### src/rtl/pqls_pkg.sv
// Types and fixed constants shared by the priority queue core.
package pqls_pkg;

  // Field widths of one queue entry and of the stream payloads.
  localparam int unsigned VALUE_W     = 32;
  localparam int unsigned PRIO_W      = 16;
  localparam int unsigned ENTRY_W     = VALUE_W + PRIO_W;
  localparam int unsigned CMD_W       = 2;
  localparam int unsigned STATUS_W    = 2;
  localparam int unsigned COUNT_W     = 5;
  localparam int unsigned IN_TDATA_W  = 56;
  localparam int unsigned OUT_TDATA_W = 40;

  // Operation codes carried by an input transaction.
  typedef enum logic [CMD_W-1:0] {
    CMD_PUSH = 2'd0,
    CMD_POP  = 2'd1,
    CMD_PEEK = 2'd2
  } cmd_e;

  // Status codes reported with every result.
  typedef enum logic [STATUS_W-1:0] {
    STAT_OK    = 2'd0,
    STAT_EMPTY = 2'd1,
    STAT_FULL  = 2'd2
  } status_e;

  // Sequencer states, one-hot.
  typedef enum logic [3:0] {
    S_IDLE  = 4'b0001,
    S_SCAN  = 4'b0010,
    S_SHIFT = 4'b0100,
    S_DONE  = 4'b1000
  } state_e;

endpackage

### src/rtl/priority_queue_linear_scan_core.sv
// Push, unused command, pop or peek on an empty store: no scan; the sequencer goes straight to the done state.
// Peek with n entries: the scan reads and compares the n entries in turn (one RAM read and compare per entry).
// Pop then moves the later entries down one place when the chosen entry k is not the last.
// A new transaction is taken in the cycle after the result is loaded into the output register.
// Reset clears the entry count and the output valid; the entry RAM holds no reset value.
module priority_queue_linear_scan_core #(
  parameter int unsigned CAPACITY = 16
) (
  input  logic                               clk_i,
  input  logic                               rst_ni,
  // cmd [1:0], value_in [33:2], priority_in [49:34], zero [55:50]
  input  logic [pqls_pkg::IN_TDATA_W-1:0]    s_axis_tdata,
  input  logic                               s_axis_tvalid,
  output logic                               s_axis_tready,
  // value_out [31:0], status [33:32], count [38:34], zero [39]
  output logic [pqls_pkg::OUT_TDATA_W-1:0]   m_axis_tdata,
  output logic                               m_axis_tvalid,
  input  logic                               m_axis_tready
);

  localparam int unsigned AddrW = $clog2(CAPACITY);
  localparam int unsigned CntW  = $clog2(CAPACITY + 1);
  localparam logic [CntW-1:0] CapCnt = CntW'(CAPACITY);

  // Input transaction fields.
  logic [pqls_pkg::CMD_W-1:0]   in_cmd;
  logic [pqls_pkg::VALUE_W-1:0] in_value;
  logic [pqls_pkg::PRIO_W-1:0]  in_prio;
  logic                         accept;

  assign in_cmd   = s_axis_tdata[1:0];
  assign in_value = s_axis_tdata[33:2];
  assign in_prio  = s_axis_tdata[49:34];

  // Sequencer and datapath registers.
  pqls_pkg::state_e              state_q, state_d;
  logic [CntW-1:0]               count_q, count_d;
  logic                          is_pop_q, is_pop_d;
  logic [pqls_pkg::VALUE_W-1:0]  res_value_q, res_value_d;
  pqls_pkg::status_e             res_status_q, res_status_d;
  logic [pqls_pkg::PRIO_W-1:0]   best_prio_q, best_prio_d;
  logic [AddrW-1:0]              best_idx_q, best_idx_d;
  logic [AddrW-1:0]              data_idx_q, data_idx_d;
  logic [CntW-1:0]               src_q, src_d;
  logic [AddrW-1:0]              dst_q, dst_d;
  logic                          pend_q, pend_d;
  logic                          m_tvalid_q, m_tvalid_d;
  logic [pqls_pkg::OUT_TDATA_W-1:0] m_tdata_q, m_tdata_d;

  // Entry RAM ports.
  logic                          ram_we;
  logic [AddrW-1:0]              ram_waddr;
  logic [pqls_pkg::ENTRY_W-1:0]  ram_wdata;
  logic [AddrW-1:0]              ram_raddr;
  logic [pqls_pkg::ENTRY_W-1:0]  ram_rdata;
  logic [pqls_pkg::VALUE_W-1:0]  rd_value;
  logic [pqls_pkg::PRIO_W-1:0]   rd_prio;

  // Scan and shift helpers.
  logic                          take;
  logic                          last;
  logic [CntW-1:0]               src_dec;
  logic [CntW+pqls_pkg::COUNT_W-1:0] count_wide;

  assign rd_value   = ram_rdata[pqls_pkg::VALUE_W-1:0];
  assign rd_prio    = ram_rdata[pqls_pkg::ENTRY_W-1:pqls_pkg::VALUE_W];
  assign count_wide = (CntW + pqls_pkg::COUNT_W)'(count_q);
  assign src_dec    = src_q - CntW'(1);

  assign s_axis_tready = (state_q == pqls_pkg::S_IDLE);
  assign accept        = s_axis_tvalid && s_axis_tready;
  assign m_axis_tvalid = m_tvalid_q;
  assign m_axis_tdata  = m_tdata_q;

  pqls_ram #(
    .WIDTH (pqls_pkg::ENTRY_W),
    .DEPTH (CAPACITY)
  ) u_entries (
    .clk_i   (clk_i),
    .we_i    (ram_we),
    .waddr_i (ram_waddr),
    .wdata_i (ram_wdata),
    .raddr_i (ram_raddr),
    .rdata_o (ram_rdata)
  );

  // Sequencer: in the scan state, one RAM read and one priority compare per cycle.
  always_comb begin
    state_d      = state_q;
    count_d      = count_q;
    is_pop_d     = is_pop_q;
    res_value_d  = res_value_q;
    res_status_d = res_status_q;
    best_prio_d  = best_prio_q;
    best_idx_d   = best_idx_q;
    data_idx_d   = data_idx_q;
    src_d        = src_q;
    dst_d        = dst_q;
    pend_d       = pend_q;
    m_tvalid_d   = m_tvalid_q;
    m_tdata_d    = m_tdata_q;
    ram_we       = 1'b0;
    ram_waddr    = dst_q;
    ram_wdata    = ram_rdata;
    ram_raddr    = '0;
    take         = (data_idx_q == '0) || (rd_prio > best_prio_q);
    last         = ((CntW'(data_idx_q) + CntW'(1)) == count_q);

    // The output register empties when its transaction completes.
    if (m_axis_tready) begin
      m_tvalid_d = 1'b0;
    end

    case (state_q)
      pqls_pkg::S_IDLE: begin
        if (accept) begin
          is_pop_d     = (in_cmd == pqls_pkg::CMD_POP);
          res_value_d  = '0;
          res_status_d = pqls_pkg::STAT_OK;
          data_idx_d   = '0;
          state_d      = pqls_pkg::S_DONE;
          if (in_cmd == pqls_pkg::CMD_PUSH) begin
            if (count_q == CapCnt) begin
              res_status_d = pqls_pkg::STAT_FULL;
            end else begin
              ram_we    = 1'b1;
              ram_waddr = count_q[AddrW-1:0];
              ram_wdata = {in_prio, in_value};
              count_d   = count_q + CntW'(1);
            end
          end else if ((in_cmd == pqls_pkg::CMD_POP) || (in_cmd == pqls_pkg::CMD_PEEK)) begin
            if (count_q == '0) begin
              res_value_d  = '1;
              res_status_d = pqls_pkg::STAT_EMPTY;
            end else begin
              // Entry 0 is read now and compared in the first scan cycle.
              state_d = pqls_pkg::S_SCAN;
            end
          end
        end
      end

      pqls_pkg::S_SCAN: begin
        // Strictly greater replaces, so the earliest entry wins a tie.
        if (take) begin
          res_value_d = rd_value;
          best_prio_d = rd_prio;
          best_idx_d  = data_idx_q;
        end
        if (!last) begin
          ram_raddr  = data_idx_q + AddrW'(1);
          data_idx_d = data_idx_q + AddrW'(1);
        end else if (!is_pop_q) begin
          state_d = pqls_pkg::S_DONE;
        end else begin
          src_d  = CntW'(best_idx_d) + CntW'(1);
          pend_d = 1'b0;
          if (src_d == count_q) begin
            count_d = count_q - CntW'(1);
            state_d = pqls_pkg::S_DONE;
          end else begin
            state_d = pqls_pkg::S_SHIFT;
          end
        end
      end

      pqls_pkg::S_SHIFT: begin
        // Each entry read here is written one place lower in the next cycle.
        if (pend_q) begin
          ram_we    = 1'b1;
          ram_waddr = dst_q;
          ram_wdata = ram_rdata;
        end
        if (src_q < count_q) begin
          ram_raddr = src_q[AddrW-1:0];
          dst_d     = src_dec[AddrW-1:0];
          src_d     = src_q + CntW'(1);
          pend_d    = 1'b1;
        end else begin
          count_d = count_q - CntW'(1);
          state_d = pqls_pkg::S_DONE;
        end
      end

      pqls_pkg::S_DONE: begin
        if (!m_tvalid_q || m_axis_tready) begin
          m_tvalid_d = 1'b1;
          m_tdata_d  = {1'b0, count_wide[pqls_pkg::COUNT_W-1:0], res_status_q, res_value_q};
          state_d    = pqls_pkg::S_IDLE;
        end
      end

      default: begin
        state_d = pqls_pkg::S_IDLE;
      end
    endcase
  end

  // Control registers.
  always_ff @(posedge clk_i or negedge rst_ni) begin
    if (!rst_ni) begin
      state_q    <= pqls_pkg::S_IDLE;
      count_q    <= '0;
      m_tvalid_q <= 1'b0;
    end else begin
      state_q    <= state_d;
      count_q    <= count_d;
      m_tvalid_q <= m_tvalid_d;
    end
  end

  // Datapath registers.
  always_ff @(posedge clk_i) begin
    is_pop_q     <= is_pop_d;
    res_value_q  <= res_value_d;
    res_status_q <= res_status_d;
    best_prio_q  <= best_prio_d;
    best_idx_q   <= best_idx_d;
    data_idx_q   <= data_idx_d;
    src_q        <= src_d;
    dst_q        <= dst_d;
    pend_q       <= pend_d;
    m_tdata_q    <= m_tdata_d;
  end

  // The entry count never goes past the capacity.
  a_count_bound: assert property (@(posedge clk_i) disable iff (!rst_ni)
    count_q <= CapCnt)
    else $error("entry count exceeds capacity");

  // A push into a store with room grows the count by one.
  a_push_grows: assert property (@(posedge clk_i) disable iff (!rst_ni)
    (accept && (in_cmd == pqls_pkg::CMD_PUSH) && (count_q != CapCnt))
    |=> (count_q == $past(count_q) + CntW'(1)))
    else $error("push did not grow the entry count");

  // The scan only compares entries that are held.
  a_scan_in_range: assert property (@(posedge clk_i) disable iff (!rst_ni)
    (state_q == pqls_pkg::S_SCAN) |-> (CntW'(data_idx_q) < count_q))
    else $error("scan index beyond held entries");

  // A finished result waits while the output register is still occupied.
  a_done_waits: assert property (@(posedge clk_i) disable iff (!rst_ni)
    ((state_q == pqls_pkg::S_DONE) && m_tvalid_q && !m_axis_tready)
    |=> (state_q == pqls_pkg::S_DONE))
    else $error("result overwrote an untaken transaction");

  // An empty status goes with a value of minus one and a count of zero.
  a_empty_result: assert property (@(posedge clk_i) disable iff (!rst_ni)
    (m_tvalid_q && (m_tdata_q[33:32] == pqls_pkg::STAT_EMPTY))
    |-> ((m_tdata_q[31:0] == '1) && (m_tdata_q[38:34] == '0)))
    else $error("empty result with wrong value or count");

endmodule

### src/rtl/pqls_ram.sv
// Simple dual-port RAM: one write port, one read port with registered data.
module pqls_ram #(
  parameter int unsigned WIDTH = 48,
  parameter int unsigned DEPTH = 16,
  localparam int unsigned AddrW = (DEPTH > 1) ? $clog2(DEPTH) : 1
) (
  input  logic             clk_i,
  input  logic             we_i,
  input  logic [AddrW-1:0] waddr_i,
  input  logic [WIDTH-1:0] wdata_i,
  input  logic [AddrW-1:0] raddr_i,
  output logic [WIDTH-1:0] rdata_o
);

  logic [WIDTH-1:0] mem_q [DEPTH];
  logic [WIDTH-1:0] rdata_q;

  // Write port and registered read port.
  always_ff @(posedge clk_i) begin
    if (we_i) begin
      mem_q[waddr_i] <= wdata_i;
    end
    rdata_q <= mem_q[raddr_i];
  end

  assign rdata_o = rdata_q;

endmodule
### config.mk
export PLATFORM = sky130hd
export DESIGN_NAME = priority_queue_linear_scan_core
export DESIGN_NICKNAME = d
export VERILOG_FILES = /design/src/rtl/pqls_pkg.sv /design/src/rtl/priority_queue_linear_scan_core.sv /design/src/rtl/pqls_ram.sv
export SDC_FILE = /design/constraint.sdc
export NUM_CORES = 1
export LEC_CHECK = 0
export ABC_AREA = 1
export BUFFER_PORTS_ARGS = -buffer_cell sky130_fd_sc_hd__buf_2
export CAP_MARGIN = 15
export CORE_UTILIZATION = 45
export DETAILED_ROUTE_END_ITERATION = 10
export SYNTH_ARGS = -nofsm -noshare
export SYNTH_HDL_FRONTEND = slang
export SYNTH_SLANG_ARGS = --single-unit
### constraint.sdc
create_clock -name clk_i -period 9.1 [get_ports clk_i]
set_input_delay 2.275 -clock clk_i [delete_from_list [all_inputs] [get_ports clk_i]]
set_output_delay 2.275 -clock clk_i [all_outputs]
set_load 0.02 [all_outputs]
==> metrics.md <==
| Metric | Value |
|---|---|
| Data arrival, critical path | `5.94 ns` |
| Status | `completed` |
| Die X-Extent | `290 um` |
| Sequential share of power | `0.476` |
| FF+latch count, synth | `934` |
| Final setup viols | `0` |
| Max-cap violations | `0` |
| H-tree depth | `3` |
| Share of layout cells above drive strength 1 | `0.120` |
| Area Growth Syn to Fin | `12.9%` |
| Post-Syn Nets | `2,809` |
| CTS Hold Bufs | `0` |
| Drt first pass iters | `5` |
| Synth Warn # | `0` |
| Port Buffers | `94` |
| Pwr Total | `0.0118 W` |
| Comb pwr share | `0.183` |
| Final Skew | `0.0459 ns` |
| R2R setup slack | `4.03 ns` |
| Worst vdd ir | `158 uV` |
| Total gr overflow | `0` |
| Post-synth top area cell | `edfxtp_1` |
| Min-Delay Path Class | `reg2reg` |
| Post-route ant nets | `0` |
| Clock Root Buffer | `clkbuf_16` |
| CTS Buf Count | `97` |
| Switch Pwr | `0.00335 W` |
| Setup TNS | `0 ns` |
| CTS tree | `yes` |
| Final Hold Viols | `0` |
| Worst setup path endpoint | `u_entries.mem_q[7][7]` |
| Fraction of registers with async set/reset | `0.0107` |
| Placement Rows | `105` |
| Starting Density | `0.456` |
| Initial antenna violation count | `0` |
| Most frequent cells in the layout | `876 x edfxtp_1, 409 x nor2_1, 209 x nand2_1` |
| Clock Sinks | `934` |
| First-pass GRT wire length | `138 mm` |
| Int Power | `0.00845 W` |
| Commonest non-fill, non-tap cell in the layout | `edfxtp_1` |
| Drt first-iter violations | `1,908` |
| CP startpoint | `s_axis_tvalid` |
| CTS resizes | `0` |
| Tot GR Track Use | `0.215` |
| Sequential area share after synthesis | `0.736` |
| Final WS setup | `3.45 ns` |
| Synth cell types | `48` |
| Area contributors post-synth | `edfxtp_1 70%, o311ai_1 4.4%, nor2_1 4.3%, o211ai_1 3.9%, or2_0 2.8%` |
| Mapped cell area | `37,400 um^2` |
| Worst setup SP type | `input pin` |
| Clock network fraction of design power | `0.341` |
| Worst R2R End | `u_entries.rdata_o[9]` |
| Ys flop type | `edfxtp_1` |
| Fmax | `177 MHz` |
| Syn avg cell area | `13.8 um^2` |
| R2R depth | `15` |
| I/O Pins | `102` |
| Largest net degree at the start of global routing | `231` |
| Clock Path Buffers | `3` |
| WHS | `0.415 ns` |
| Final Instance Area | `42,200 um^2` |
| Floorplan die area | `84,300 um^2` |
| Synth Instances | `2,718` |
| Layout Nets | `2,882` |
| Clk slew on worst S/H paths | `0.06 ns` |
| Data required time at the worst endpoint | `9.39 ns` |
| Setup WS pre-CTS | `2.82 ns` |
| Routed len/inst | `23.1 um` |
| Routed wire length | `91.3 mm` |
| Pleak | `14.2 nW` |
| Area after DPL | `39,000 um^2` |
| DRC Markers | `0` |
| CP Capture Type | `register` |
| Fill count | `6,792` |
| Synth top area share | `0.703` |
| Switching share of total power | `0.284` |
| Vias in the first global route | `22,900` |
| Post-DR vias/cell | `5.73` |
| CP Max Fanout | `59` |
| Core ar. | `82,100 um^2` |
| Height of the die | `290 um` |
| Worst Setup Path Type | `in2reg` |
| Skew-Pair Late Insertion Delay | `0.66 ns` |
| Vias | `22,600` |
| Post-synth EDFFs | `876` |
| Slew @ Worst Pin | `1.19 ns` |
| Final min period | `5.65 ns` |
| RD Place Congestion | `0.789` |
| FF-to-FF Start | `count_q[2]` |
| Postcts setup bufs | `0` |
| Pins Over Slew Limit | `0` |
| RSZ-0062 raised after global routing | `no` |
| Max-slew headroom | `0.203` |
| Hpwl dp | `46.8 mm` |
| Final period util | `0.620` |
| Pwr Density | `279 nW/um^2` |
-- cell usage after synthesis, drive strengths merged (2+ instances only) --
cell,instances
o311ai,192
dfxtp,48
o21ai,77
xor2,12
nand2,215
dfrtp,9
clkbuf,64
edfxtp,876
nor2,428
ha,30
xnor2,4
o211ai,192
nor3,7
inv,94
a21oi,11
buf,113
a22oi,3
nand3,133
nand4,5
or2,194
a211oi,2
-- cells by family after synthesis --
| group | Yosys count | share of synthesized area |
|---|---|---|
| and+or+nand+nor | 984 | 0.119 |
| xor gates and xnor gates | 16 | 0.00395 |
| DFF | 934 | 0.736 |
| AOI/OAI and AO/OA | 480 | 0.0977 |
| other | 1 | 0.000100 |
| adders and majority gates | 31 | 0.0106 |
| buffers and inverters | 272 | 0.0329 |
-- power by group through the flow --
| stage | sequential (W) | clock, W | combinational (W) |
|---|---|---|---|
| final | 0.00562 | 0.00402 | 0.00215 |
| after floorplan | 0.00570 | 0 | 0.00138 |
| after global routing | 0.00564 | 0.00425 | 0.00239 |
| after CTS | 0.00562 | 0.00408 | 0.00217 |
| after global placement | 0.00570 | 0 | 0.00206 |
| after detailed placement | 0.00571 | 0 | 0.00216 |
-- metal layers --
metal  wire length (um)  track usage  up-vias
met4               2100       0.0654        0
met3               4590       0.0298      130
li1                   -            -    10300
met1              39200        0.286    11500
met2              45400        0.366      623
met5                  0            0        -
-- stage by stage --
| step | util | std cells |
|---|---|---|
| finish | 0.515 | 3945 |
| detailed placement | 0.475 | 3760 |
| global route | 0.515 | 3944 |
| CTS | 0.514 | 3942 |
| global placement | 0.474 | 3759 |
| floorplan | - | 2718 |
-- layout make-up --
| type | instances | area (um^2) | area share |
|---|---|---|---|
| sequential | 934 | 27500 | 0.651 |
| multi-input combinational | 1512 | 8810 | 0.209 |
| clock buffer | 142 | 2770 | 0.0655 |
| tap | 1070 | 1340 | 0.0317 |
| timing repair buffer | 151 | 936 | 0.0222 |
| clock inverter | 40 | 499 | 0.0118 |
| inverter | 95 | 375 | 0.00888 |
| antenna | 1 | 2.50 | 0.0000592 |
-- state kept, by name, indices dropped and copies added, names as in the netlist --
signal and flops:
u_entries.mem_q 768, u_entries.rdata_o 48, m_axis_tdata 39, res_value_q 32
best_prio_q 16, count_q 5, src_q 5, best_idx_q 4
data_idx_q 4, dst_q 4, state_q 4, res_status_q 2
is_pop_q 1, m_axis_tvalid 1, pend_q 1
-- worst min-delay path by stage --
stage	depth (start not counted)	start	slack, ns	to
after floorplan	0	res_value_q[0]	0.40	m_axis_tdata[0]
after global placement	0	res_value_q[20]	0.40	m_axis_tdata[20]
after detailed placement	0	res_value_q[1]	0.40	m_axis_tdata[1]
after CTS	0	res_value_q[24]	0.42	m_axis_tdata[24]
after global routing	0	res_value_q[24]	0.42	m_axis_tdata[24]
final	0	res_value_q[24]	0.42	m_axis_tdata[24]
-- critical path, stage by stage --
cell and delay [ns]:
buf_2 0.11, inv_1 0.04, nor2_1 0.31, inv_2 0.13, nor2_4 0.13, buf_4 0.56, o21ai_0 0.33, nand3b_1 0.49
nor2_4 0.97, buf_4 0.56
Power figures use the tool's default switching activity.
